$ cat src/hw/rtl/gbc_pkg.sv
// Shared constants, control struct and helpers for the gyro bias calibration block.
package gbc_pkg;

  localparam int WIN_LG    = 10;
  localparam int WINDOW    = 1 << WIN_LG;
  localparam int GUARD     = 10;
  localparam int CNT_W     = $clog2(WINDOW + GUARD + 2);
  localparam int SUM_W     = 28;
  localparam int DEV_W     = SUM_W;
  localparam int DEV_SUM_W = DEV_W + 2;
  localparam int FRAC_W    = 14;
  localparam int PROD_W    = 34;
  localparam int ONE_Q14   = 1 << FRAC_W;
  localparam int SCALE_TOL = 1638;
  localparam int IDX_W     = 4;

  localparam logic [15:0] ONE_SCALE = 16'(ONE_Q14);
  localparam logic signed [PROD_W-1:0] RND_HALF = PROD_W'(1 << (FRAC_W - 1));

  // Configuration register indexes
  localparam logic [IDX_W-1:0] REG_MODE     = 4'd0;
  localparam logic [IDX_W-1:0] REG_OFFSET_X = 4'd1;
  localparam logic [IDX_W-1:0] REG_OFFSET_Y = 4'd2;
  localparam logic [IDX_W-1:0] REG_OFFSET_Z = 4'd3;
  localparam logic [IDX_W-1:0] REG_SCALE_X  = 4'd4;
  localparam logic [IDX_W-1:0] REG_SCALE_Y  = 4'd5;
  localparam logic [IDX_W-1:0] REG_SCALE_Z  = 4'd6;
  localparam logic [IDX_W-1:0] REG_THRESH   = 4'd7;

  typedef struct packed {
    logic accum;   // sample feeds the window
    logic done;    // sample completes a window
    logic adopt;   // window passed, take the averages
    logic clear;   // clear the per-axis sums
  } gbc_ctl_t;

  function automatic logic scale_in_range(input logic [15:0] s);
    return (s >= 16'(ONE_Q14 - SCALE_TOL)) && (s <= 16'(ONE_Q14 + SCALE_TOL));
  endfunction

endpackage

$ cat src/hw/rtl/gbc_lane.sv
// One axis lane: active offset and scale, window sum, deviation and correction pipe.
module gbc_lane import gbc_pkg::*; (
  input  logic               clk,
  input  logic               rst,
  input  logic               in_fire,
  input  logic               out_load,
  input  gbc_ctl_t           ctl,
  input  logic signed [15:0] raw,
  input  logic               load_en,
  input  logic signed [15:0] load_offset,
  input  logic [15:0]        load_scale,
  output logic [DEV_W-1:0]   dev,
  output logic signed [15:0] rate,
  output logic signed [15:0] bias
);

  logic signed [15:0]       offset;
  logic [15:0]              scale;
  logic signed [SUM_W-1:0]  sum;
  logic signed [SUM_W-1:0]  sum_next;
  logic signed [SUM_W-1:0]  avg_full;
  logic signed [SUM_W:0]    raw_win;
  logic signed [SUM_W:0]    dev_diff;
  logic signed [SUM_W:0]    dev_neg;
  logic signed [15:0]       offset_next;
  logic [15:0]              scale_next;
  logic signed [16:0]       diff;
  logic signed [PROD_W-1:0] prod;
  logic signed [PROD_W-1:0] prod_q;
  logic signed [PROD_W-1:0] rnd;
  logic signed [PROD_W-1:0] quo;
  logic signed [15:0]       s1_bias;
  logic signed [15:0]       sat;

  // Window sum including this sample, and its deviation from raw * WINDOW
  assign sum_next = sum + {{(SUM_W-16){raw[15]}}, raw};
  assign raw_win  = {{(SUM_W+1-16-WIN_LG){raw[15]}}, raw, {WIN_LG{1'b0}}};
  assign dev_diff = raw_win - {sum_next[SUM_W-1], sum_next};
  assign dev_neg  = -dev_diff;
  assign dev      = dev_diff[SUM_W] ? dev_neg[DEV_W-1:0] : dev_diff[DEV_W-1:0];

  // Rounded average, ties toward +inf
  assign avg_full    = sum_next + SUM_W'(WINDOW / 2);
  assign offset_next = ctl.adopt ? avg_full[WIN_LG +: 16] : offset;
  assign scale_next  = ctl.adopt ? ONE_SCALE : scale;

  always_ff @(posedge clk) begin
    if (rst) begin
      offset <= '0;
      scale  <= ONE_SCALE;
      sum    <= '0;
    end else if (load_en) begin
      offset <= load_offset;
      scale  <= load_scale;
    end else if (in_fire) begin
      offset <= offset_next;
      scale  <= scale_next;
      if (ctl.accum) begin
        sum <= ctl.clear ? '0 : sum_next;
      end
    end
  end

  // Correction, stage one: multiply with the offset and scale in force before this beat
  assign diff = {raw[15], raw} - {offset[15], offset};
  assign prod = diff * $signed({1'b0, scale});

  always_ff @(posedge clk) begin
    if (in_fire) begin
      prod_q  <= prod;
      s1_bias <= offset_next;
    end
  end

  // Stage two: round and saturate
  assign rnd = prod_q + RND_HALF;
  assign quo = rnd >>> FRAC_W;

  always_comb begin
    if (quo > PROD_W'(32767)) begin
      sat = 16'sh7FFF;
    end else if (quo < -PROD_W'(32768)) begin
      sat = -16'sh8000;
    end else begin
      sat = quo[15:0];
    end
  end

  always_ff @(posedge clk) begin
    if (out_load) begin
      rate <= sat;
      bias <= s1_bias;
    end
  end

endmodule

$ cat src/hw/rtl/gbc_merge.sv
// Merge stage: total deviation test, window count and calibration decisions.
module gbc_merge import gbc_pkg::*; (
  input  logic             clk,
  input  logic             rst,
  input  logic             in_fire,
  input  logic             mode,
  input  logic             is_still,
  input  logic [DEV_W-1:0] dev [3],
  input  logic [15:0]      thr,
  output gbc_ctl_t         ctl,
  output logic [CNT_W-1:0] count
);

  logic [DEV_SUM_W-1:0] total;
  logic [DEV_SUM_W-1:0] limit;
  logic [CNT_W-1:0]     cnt_inc;
  logic                 guard_hit;

  assign total   = DEV_SUM_W'(dev[0]) + DEV_SUM_W'(dev[1]) + DEV_SUM_W'(dev[2]);
  assign limit   = DEV_SUM_W'(thr) << WIN_LG;
  assign cnt_inc = count + CNT_W'(1);

  always_comb begin
    ctl.accum = mode & is_still;
    ctl.done  = ctl.accum && (cnt_inc == CNT_W'(WINDOW));
    ctl.adopt = ctl.done && (total < limit);
    guard_hit = ctl.accum && !ctl.adopt && (cnt_inc > CNT_W'(WINDOW + GUARD));
    ctl.clear = ctl.done || guard_hit;
  end

  always_ff @(posedge clk) begin
    if (rst) begin
      count <= '0;
    end else if (in_fire && ctl.accum) begin
      count <= (ctl.adopt || guard_hit) ? '0 : cnt_inc;
    end
  end

endmodule

$ cat src/hw/rtl/gyro_bias_calibration_correction.sv
// Top level of the gyro zero-rate bias calibration and correction block.
// Each beat carries one three-axis raw sample and a stillness flag and yields
// exactly one result beat: the corrected rates ((raw - offset) * scale, scale
// in unsigned Q2.14, rounded half up and saturated to 16 bits), the window
// flags and the active offsets after the beat. Three axis lanes work side by
// side; a merge stage sums their deviations and decides whether a completed
// window of 1024 still samples is adopted. The block takes one beat per cycle
// while the output is not stalled. The first stage updates the window sums and
// the offsets and registers the 17x17 product; the second rounds and saturates
// it into the output register. A stalled output holds one beat in the output
// register and one in the product stage before in_stall rises. Configuration
// writes are always ready and reload the active offsets and scales in the
// same edge; if any stored scale lies outside 0.9..1.1 all scales load as 1.0.
module gyro_bias_calibration_correction import gbc_pkg::*; (
  input  logic               clk,
  input  logic               rst,
  input  logic               in_valid,
  output logic               in_stall,
  input  logic signed [15:0] raw_x,
  input  logic signed [15:0] raw_y,
  input  logic signed [15:0] raw_z,
  input  logic               is_still,
  output logic               out_valid,
  input  logic               out_stall,
  output logic signed [15:0] rate_x,
  output logic signed [15:0] rate_y,
  output logic signed [15:0] rate_z,
  output logic               window_done,
  output logic               cal_success,
  output logic signed [15:0] bias_x,
  output logic signed [15:0] bias_y,
  output logic signed [15:0] bias_z,
  input  logic               cfg_valid,
  output logic               cfg_ready,
  input  logic [IDX_W-1:0]   cfg_index,
  input  logic [15:0]        cfg_data
);

  // Stored configuration
  logic               calibrate_mode;
  logic signed [15:0] stored_offset [3];
  logic [15:0]        stored_scale [3];
  logic [15:0]        still_threshold;

  logic               calibrate_mode_next;
  logic signed [15:0] stored_offset_next [3];
  logic [15:0]        stored_scale_next [3];
  logic [15:0]        still_threshold_next;

  logic               cfg_fire;
  logic               reload;
  logic               scales_ok;
  logic [15:0]        load_scale [3];

  // Handshake and pipeline control
  logic               in_fire;
  logic               s1_valid;
  logic               out_load;
  logic               out_fire;
  logic               s1_done;
  logic               s1_ok;

  logic signed [15:0] raw [3];
  logic [DEV_W-1:0]   dev [3];
  logic signed [15:0] rate [3];
  logic signed [15:0] bias [3];
  gbc_ctl_t           ctl;
  logic [CNT_W-1:0]   count;

  assign cfg_ready = 1'b1;
  assign cfg_fire  = cfg_valid & cfg_ready;

  // Decode a write into next values so the reload sees the new register
  always_comb begin
    calibrate_mode_next  = calibrate_mode;
    still_threshold_next = still_threshold;
    for (int i = 0; i < 3; i++) begin
      stored_offset_next[i] = stored_offset[i];
      stored_scale_next[i]  = stored_scale[i];
    end
    reload = 1'b0;
    if (cfg_fire) begin
      reload = 1'b1;
      case (cfg_index)
        REG_MODE:     calibrate_mode_next   = cfg_data[0];
        REG_OFFSET_X: stored_offset_next[0] = cfg_data;
        REG_OFFSET_Y: stored_offset_next[1] = cfg_data;
        REG_OFFSET_Z: stored_offset_next[2] = cfg_data;
        REG_SCALE_X:  stored_scale_next[0]  = cfg_data;
        REG_SCALE_Y:  stored_scale_next[1]  = cfg_data;
        REG_SCALE_Z:  stored_scale_next[2]  = cfg_data;
        REG_THRESH:   still_threshold_next  = cfg_data;
        default:      reload = 1'b0;  // drop writes to unknown indexes
      endcase
    end
  end

  // One out-of-range scale forces all three to unity
  assign scales_ok = scale_in_range(stored_scale_next[0]) &&
                     scale_in_range(stored_scale_next[1]) &&
                     scale_in_range(stored_scale_next[2]);

  always_comb begin
    for (int i = 0; i < 3; i++) begin
      load_scale[i] = scales_ok ? stored_scale_next[i] : ONE_SCALE;
    end
  end

  always_ff @(posedge clk) begin
    if (rst) begin
      calibrate_mode  <= 1'b0;
      still_threshold <= 16'd20;
      for (int i = 0; i < 3; i++) begin
        stored_offset[i] <= '0;
        stored_scale[i]  <= ONE_SCALE;
      end
    end else begin
      calibrate_mode  <= calibrate_mode_next;
      still_threshold <= still_threshold_next;
      for (int i = 0; i < 3; i++) begin
        stored_offset[i] <= stored_offset_next[i];
        stored_scale[i]  <= stored_scale_next[i];
      end
    end
  end

  // Two-stage pipe: the product stage advances when empty or when it moves on
  assign out_fire = out_valid && !out_stall;
  assign out_load = s1_valid && (!out_valid || !out_stall);
  assign in_stall = s1_valid && !out_load;
  assign in_fire  = in_valid && !in_stall;

  always_ff @(posedge clk) begin
    if (rst) begin
      s1_valid  <= 1'b0;
      out_valid <= 1'b0;
    end else begin
      if (in_fire) begin
        s1_valid <= 1'b1;
      end else if (out_load) begin
        s1_valid <= 1'b0;
      end
      if (out_load) begin
        out_valid <= 1'b1;
      end else if (out_fire) begin
        out_valid <= 1'b0;
      end
    end
  end

  // Window flags travel with the beat
  always_ff @(posedge clk) begin
    if (in_fire) begin
      s1_done <= ctl.done;
      s1_ok   <= ctl.adopt;
    end
    if (out_load) begin
      window_done <= s1_done;
      cal_success <= s1_ok;
    end
  end

  assign raw[0] = raw_x;
  assign raw[1] = raw_y;
  assign raw[2] = raw_z;

  for (genvar g = 0; g < 3; g++) begin : g_lane
    gbc_lane u_lane (
      .clk         (clk),
      .rst         (rst),
      .in_fire     (in_fire),
      .out_load    (out_load),
      .ctl         (ctl),
      .raw         (raw[g]),
      .load_en     (reload),
      .load_offset (stored_offset_next[g]),
      .load_scale  (load_scale[g]),
      .dev         (dev[g]),
      .rate        (rate[g]),
      .bias        (bias[g])
    );
  end

  gbc_merge u_merge (
    .clk      (clk),
    .rst      (rst),
    .in_fire  (in_fire),
    .mode     (calibrate_mode),
    .is_still (is_still),
    .dev      (dev),
    .thr      (still_threshold),
    .ctl      (ctl),
    .count    (count)
  );

  assign rate_x = rate[0];
  assign rate_y = rate[1];
  assign rate_z = rate[2];
  assign bias_x = bias[0];
  assign bias_y = bias[1];
  assign bias_z = bias[2];

  // Adoption only ever comes with a completed window
  a_success_needs_done: assert property (@(posedge clk) disable iff (rst)
    out_valid && cal_success |-> window_done)
    else $error("cal_success without window_done");

  // An empty product stage never pushes back on the input
  a_no_stall_when_empty: assert property (@(posedge clk) disable iff (rst)
    !s1_valid |-> !in_stall)
    else $error("input stalled with empty product stage");

  // The guard keeps the window count bounded
  a_count_bounded: assert property (@(posedge clk) disable iff (rst)
    count <= CNT_W'(WINDOW + GUARD))
    else $error("window count past guard");

  // An adopted window restarts the count
  a_adopt_clears_count: assert property (@(posedge clk) disable iff (rst)
    in_fire && ctl.adopt |=> count == '0)
    else $error("count not cleared after adoption");

endmodule
$ cat config.mk
export PLATFORM = sky130hd
export DESIGN_NAME = gyro_bias_calibration_correction
export DESIGN_NICKNAME = d
export VERILOG_FILES = /design/src/hw/rtl/gbc_pkg.sv /design/src/hw/rtl/gbc_lane.sv /design/src/hw/rtl/gbc_merge.sv /design/src/hw/rtl/gyro_bias_calibration_correction.sv
export SDC_FILE = /design/constraint.sdc
export NUM_CORES = 2
export LEC_CHECK = 0
export BUFFER_PORTS_ARGS = -buffer_cell sky130_fd_sc_hd__buf_4
export CAP_MARGIN = 40
export CORE_MARGIN = 1
export CORE_UTILIZATION = 45
export CTS_CLUSTER_SIZE = 30
export DETAILED_ROUTE_END_ITERATION = 8
export PLACE_DENSITY = 0.68
export SETUP_SLACK_MARGIN = 0.2
export SLEW_MARGIN = 20
export SYNTH_ARGS = -nofsm -noshare
export SYNTH_HDL_FRONTEND = slang
export SYNTH_SLANG_ARGS = --single-unit
$ cat constraint.sdc
create_clock -name clk -period 18.3 [get_ports clk]
set_input_delay 1.83 -clock clk [delete_from_list [all_inputs] [get_ports clk]]
set_output_delay 1.83 -clock clk [all_outputs]
set_load 0.05 [all_outputs]
# Word level (Yosys, flattened, before mapping)
# Memories as Yosys holds them, arrays and structs flattened.
# Cells that the tools add are included.
# Widths: inputs -> output; s select.
[word_totals]
reg_bits = 460
mem_bits_rw = 96
input_bits = 74
word_cells = 168
n_memories = 2
[mem_list]
columns = ["memory", "words", "width", "rd", "rd_ports_with_merged_regs", "write_ports", "line", "text"]
rows = [
  ["stored_offset", 3, 16, 3, 0, 3, "gyro_bias_calibration_correction.sv:41", "logic signed [15:0] stored_offset [3];"],
  ["stored_scale", 3, 16, 3, 0, 3, "gyro_bias_calibration_correction.sv:42", "logic [15:0] stored_scale [3];"],
]
[classes]
addsub = 21
multipliers = 3
magnitude_cmp = 14
n_eq_ne = 8
muxes = 50
bitwise = 8
n_reduce_logical = 32
[op_table]
columns = ["operator", "n"]
rows = [
  ["$mux 16", 32],
  ["$mux 28", 6],
  ["$add 34x15->34 const B", 3],
  ["$mul 17x17->34", 3],
  ["$mux 48", 2],
  ["$sub 26x28->29", 3],
  ["$add 28x28->28", 3],
  ["$neg 28->28", 3],
  ["$add 26x11->26 const B", 3],
  ["$gt 20x16->1 const B", 3],
  ["$lt 20x16->1 const B", 3],
  ["$sub 16x16->17", 3],
  ["$ge 16x14->1 const B", 3],
  ["$le 16x15->1 const B", 3],
  ["$add 30x28->30", 1],
  ["$lt 30x26->1", 1],
  ["$add 28x28->29", 1],
  ["$eq 4x3->1 const B", 4],
  ["$logic_and 1x1->1", 14],
  ["$add 11x1->11 const B", 1],
  ["$eq 11x11->1 const B", 1],
  ["$gt 11x11->1 const B", 1],
  ["$mux 11", 1],
  ["$mux 1", 9],
  ["12 further kinds", 29],
]

# Logic depth before layout (Yosys ltp)
[depth]
ltp_word = 13
ltp_mapped = 68
depth_no_buf = 62

# By module
# Synthesis repeated with hierarchy kept, for this count alone.
[hier_totals]
hier_cells = 8135
hier_area_um2 = 69964.6
[modules_own_cells]
columns = ["mod", "n_inst", "cells_each", "area_each_um2"]
rows = [
  ["gbc_lane at g_lane[1].u_lane", 1, 2456, 20671.1],
  ["gbc_lane at g_lane[2].u_lane", 1, 2388, 20557.2],
  ["gbc_lane at g_lane[0].u_lane", 1, 2279, 19789.0],
  ["gyro_bias_calibration_correction", 1, 617, 5785.5],
  ["gbc_merge", 1, 395, 3161.8],
]

# Worst setup path after synthesis
# OpenSTA, ideal clock, no wires.
[synth_path]
path_kind = "input to register"
from = "input raw_x[9]"
to = "register g_lane[1].u_lane.offset[15]"
arrival_ns = 13.626
required_time_ns = 18.184
setup_slack_ns = 4.558
cell_stages = 62
n_path_buf = 5
path_cell_list = "ha_1 > a211oi_1 > o21ai_1 > a2111oi_4 > o21a_1 > o21bai_1 > a21o_1 > a211o_1 > a2111oi_0 > nor2_1 > xnor2_1 > inv_1 > ha_1 > and3_1 > clkbuf_1 > a21o_1 > and3_1 > a21oi_1 > [... 26 more ...] > o21ai_0 > and2_1 > o21a_1 > nor2_1 > xnor2_1 > ha_1 > or4_1 > nor2_1 > nand3_1 > a221oi_1 > nand4_1 > nor4b_1 > nand4_1 > clkbuf_1 > nor2_1 > clkbuf_1 > o22ai_1 > a31o_2"
[synth_via]
elab_chain_cells = 11
[synth_lines]
columns = ["item", "line", "text"]
rows = [
  ["start, declared", "gyro_bias_calibration_correction.sv:19", "input logic signed [15:0] raw_x,"],
  ["$add 28x28->28", "gbc_lane.sv:36", "assign sum_next = sum + {{(SUM_W-16){raw[15]}}, raw};"],
  ["$sub 26x28->29 *", "gbc_lane.sv:38", "assign dev_diff = raw_win - {sum_next[SUM_W-1], sum_next};"],
  ["$neg 28->28", "gbc_lane.sv:39", "assign dev_neg = -dev_diff;"],
  ["$mux 28 *", "gbc_lane.sv:40", "assign dev = dev_diff[SUM_W] ? dev_neg[DEV_W-1:0] : dev_diff[DEV_W-1:0];"],
  ["$add 28x28->29 *", "gbc_merge.sv:19", "assign total = DEV_SUM_W'(dev[0]) + DEV_SUM_W'(dev[1]) + DEV_SUM_W'(dev[2]);"],
  ["$add 30x28->30 *", "gbc_merge.sv:19", ""],
  ["$lt 30x26->1 *", "gbc_merge.sv:26", "ctl.adopt = ctl.done && (total < limit);"],
  ["$logic_and 1x1->1 *", "gbc_merge.sv:26", ""],
  ["$mux 16 *", "gbc_lane.sv:44", "assign offset_next = ctl.adopt ? avg_full[WIN_LG +: 16] : offset;"],
  ["$mux 16 *", "gbc_lane.sv:55", "end else if (in_fire) begin"],
  ["$mux 16 *", "gbc_lane.sv:52", "end else if (load_en) begin"],
  ["end signal, assigned", "gbc_lane.sv:53", "offset <= load_offset;"],
  ["end signal, assigned", "gbc_lane.sv:56", "offset <= offset_next;"],
  ["end, declared", "gbc_lane.sv:17", "logic signed [15:0] offset;"],
]
# Every way passes the cells marked *; elsewhere a longest branch is shown, timed or not. The select of a mux whose other input is x is not followed.
# A chain may end at the register's enable or synchronous reset.

# Worst setup path after layout
[layout_path]
from = "input raw_x[9]"
to = "register g_lane[0].u_lane.scale[12]"
[layout_via]
elab_chain_cells = 10
[layout_lines]
columns = ["item", "line", "text"]
rows = [
  ["$add 28x28->28", "gbc_lane.sv:36", ""],
  ["$sub 26x28->29 *", "gbc_lane.sv:38", ""],
  ["$neg 28->28", "gbc_lane.sv:39", ""],
  ["$mux 28 *", "gbc_lane.sv:40", ""],
  ["$add 28x28->29 *", "gbc_merge.sv:19", ""],
  ["$add 30x28->30 *", "gbc_merge.sv:19", ""],
  ["$lt 30x26->1 *", "gbc_merge.sv:26", ""],
  ["$logic_and 1x1->1 *", "gbc_merge.sv:26", ""],
  ["$reduce_bool 2->1 (no line) *", "--", ""],
  ["$reduce_and 2->1 (no line) *", "--", ""],
  ["end signal, assigned", "gbc_lane.sv:54", "scale <= load_scale;"],
  ["end signal, assigned", "gbc_lane.sv:57", "scale <= scale_next;"],
  ["end, declared", "gbc_lane.sv:18", "logic [15:0] scale;"],
]
# Every way passes the cells marked *; elsewhere a longest branch is shown, timed or not.

==> impl_metrics.json <==
{
  "finalNetCount": 9152,
  "dp_hpwl_um": 146000,
  "grt_antenna_before_repair": 20,
  "coreArea_mm2": 0.148,
  "clk_latency_ps": 670,
  "setup.worst_path.class": "in -> reg",
  "grt_pass1_wl_um": 296000,
  "htreeDepth": 3,
  "maxCapViolCount": 0,
  "dieHeight_um": 388,
  "start_util": 0.453,
  "worstSetupStartpointType": "input pin",
  "cts-resized-gates": 0,
  "hold_class": "reg -> reg",
  "outcome": "complete, no violations",
  "viasPerCell": 5.60,
  "setup_violations": 0,
  "grtUsageTotal": 0.248,
  "drc": 0,
  "syn_avg_cell_area_um2": 8.67,
  "crit_arrival_ps": 15640,
  "cpPeakStageDelay_ps": 550,
  "netlist_top_cells_area": "fa_1 25%, ha_1 9.5%, edfxtp_1 9.5%, dfxtp_1 9.1%, inv_1 6.5%",
  "cts_buffer_depth": 3,
  "holdCritStartpoint": "g_lane[0].u_lane.s1_bias[2]$_DFFE_PP_",
  "finalMaxSlewViolations": 0,
  "cts.sinks": 517,
  "ys_warn_count": 0,
  "r2r_end": "g_lane[0].u_lane.scale[12]$_SDFFE_PP0P_",
  "ir_worst_vdd_v": 0.000102,
  "maxSlewHeadroom": 0.404,
  "dieArea_mm2": 0.150,
  "fillCellCount": 13768,
  "wl_per_cell_um": 19.2,
  "worstRegToRegCells": 59,
  "wl_um": 187000,
  "drtIter0Drc": 4561,
  "port-buffer-count": 173,
  "final_common_cell": "inv_1",
  "r2r-start": "g_lane[0].u_lane.sum[9]$_SDFFE_PP0P_",
  "drtPass1Iterations": 5,
  "max_freq_ghz": 0.0661,
  "slowest_stage": "a2111oi_0",
  "cts.hold.buffers_added": 0,
  "ys.flop_type": "dfxtp_1",
  "r2r_setup_slack_ps": 4190,
  "synth_top_area_share": 0.250,
  "syn-cell-area_mm2": 0.0670,
  "syn2layout_area_growth_pct": 8.89,
  "rows": 141,
  "cts_tree": "built",
  "cts-buffers-inserted": 66,
  "tns_ps": 0,
  "crit_fanout": 56,
  "drive_above_1_share": 0.0696,
  "clockRootBuffer": "clkbuf_16",
  "min_to": "g_lane[0].u_lane.bias[2]$_DFFE_PP_",
  "finalHoldViolCount": 0,
  "layout_min_cycle_time_ps": 15120,
  "gp_congestion": 0.930,
  "synth_edf_count": 211,
  "holdPathStages": 0,
  "syn_inst": 7732,
  "final_core_util": 0.494,
  "synth_seq_cells": 517,
  "cellPowerDensity_mw_per_mm2": 63.6,
  "mostFrequentLayoutCells": "1153 x inv_1, 838 x fa_1, 833 x nand2_1, 533 x nor2_1, 510 x ha_1",
  "ys_seq_area_frac": 0.186,
  "synth_fp_nets": 9154,
  "grt_pass1_vias": 53743,
  "required_ps": 18820,
  "crit_path_end_kind": "flop",
  "critPathBufInv": 4,
  "postCtsSetupBuffers": 0,
  "vias": 54394,
  "rsz0062_at_grt": "false",
  "synth_top_area_cell": "fa_1",
  "synth.distinct_cells": 112,
  "tightest_slew_ps": 893,
  "path_clk_slew_ps": 60,
  "async_reset_ff_frac": 0,
  "finClkSkew_ps": 29.2,
  "grt_overflow": 0,
  "ant_nets": 0,
  "die_w_um": 388,
  "cp_top_family": "compound AO/OA/AOI/OAI gates",
  "timing.final.crit_share": 0.826,
  "ios": 175,
  "grt_max_degree": 76,
  "total_leakage_power_nw": 31.3
}
sequential cells by signal, summed over array words and instances (netlist names), 11 cells and up:
register / count
g_lane.u_lane.rate: 48
stored_offset: 48
g_lane.u_lane.s1_bias: 48
u_merge.count: 11
g_lane.u_lane.sum: 84
g_lane.u_lane.offset: 48
still_threshold: 16
stored_scale: 48
g_lane.u_lane.prod_q: 63
g_lane.u_lane.scale: 48
g_lane.u_lane.bias: 48
where the power goes:
| group | internal (W) | switching (W) |
|---|---|---|
| combinational | 0.000790 | 0.00121 |
| sequential | 0.00126 | 0.0000339 |
| clock | 0.000759 | 0.000586 |
synth_stat cells, types with 55 or more instances:
| library cell | instances |
|---|---|
| xor2_1 | 131 |
| and2_1 | 295 |
| nand3_1 | 175 |
| fa_1 | 838 |
| o21ai_0 | 334 |
| a211oi_1 | 80 |
| nand2_1 | 833 |
| nand2b_1 | 55 |
| nor2_1 | 545 |
| edfxtp_1 | 211 |
| a21o_1 | 96 |
| and3_1 | 69 |
| nor3_1 | 126 |
| xnor2_1 | 294 |
| clkbuf_1 | 334 |
| dfxtp_1 | 306 |
| a21oi_1 | 369 |
| ha_1 | 510 |
| mux2i_1 | 107 |
| inv_1 | 1154 |
| nor2b_1 | 93 |
metal layers:
metal  track usage  up-vias  routed length [um]
met5             0        -                  45
li1              -    25444                   -
met2         0.394     1851               84100
met1         0.346    26789               81300
met4        0.0729        8                5100
met3        0.0396      302               16300
stage by stage:
| stage | total power (W) | setup slack [ps] | cells | hold WS (ps) | instance area, um^2 |
|---|---|---|---|---|---|
| 2_1_floorplan | 0.00276 | 4560 | 7732 | 400 | 67000 |
| 3_3_place_gp | 0.00326 | 2450 | 9547 | 401 | 70100 |
| 3_5_place_dp | 0.00329 | 2300 | 9579 | 405 | 70600 |
| 5_1_grt | 0.00494 | 1900 | 9714 | 421 | 73000 |
| 4_1_cts | 0.00465 | 2940 | 9699 | 415 | 72800 |
| 6_report | 0.00464 | 3180 | 9721 | 409 | 73000 |
area by class of cell:
type | count | area [um^2] | area share
Timing Repair Buffer | 296 | 2540 | 0.0348
Clock inverter | 41 | 372 | 0.00509
Inverter | 1155 | 4340 | 0.0595
Antenna cell | 9 | 22.5 | 0.000309
Tap cell | 1930 | 2410 | 0.0331
Clock buffer | 79 | 1810 | 0.0247
Sequential cell | 517 | 12500 | 0.171
Multi-Input combinational cell | 5694 | 49000 | 0.672
cells by family after synthesis:
kind of cell | after synthesis | share of synthesized area
DFF | 517 | 0.186
adders and majority gates | 1352 | 0.346
muxes | 118 | 0.0178
other | 1 | 0.0000560
xor gates and xnor gates | 430 | 0.0569
buffers and inverters | 1521 | 0.0858
AOI/OAI and AO/OA | 1369 | 0.135
and+or+nand+nor | 2424 | 0.172
worst max path at each step:
| stage | start | to | depth (start not counted) |
|---|---|---|---|
| 2_1_floorplan | raw_x[9] | g_lane[1].u_lane.offset[15]$_SDFFE_PP0P_ | 62 |
| 3_3_place_gp | raw_x[9] | g_lane[1].u_lane.scale[14]$_SDFFE_PP1P_ | 59 |
| 3_5_place_dp | raw_x[9] | g_lane[2].u_lane.scale[14]$_SDFFE_PP1P_ | 59 |
| 4_1_cts | raw_x[9] | g_lane[2].u_lane.scale[14]$_SDFFE_PP1P_ | 59 |
| 5_1_grt | raw_x[9] | u_merge.count[10]$_SDFFE_PP0P_ | 60 |
| 6_report | raw_x[9] | g_lane[0].u_lane.scale[12]$_SDFFE_PP0P_ | 60 |
Note: power is estimated with default switching activity, not from simulation.
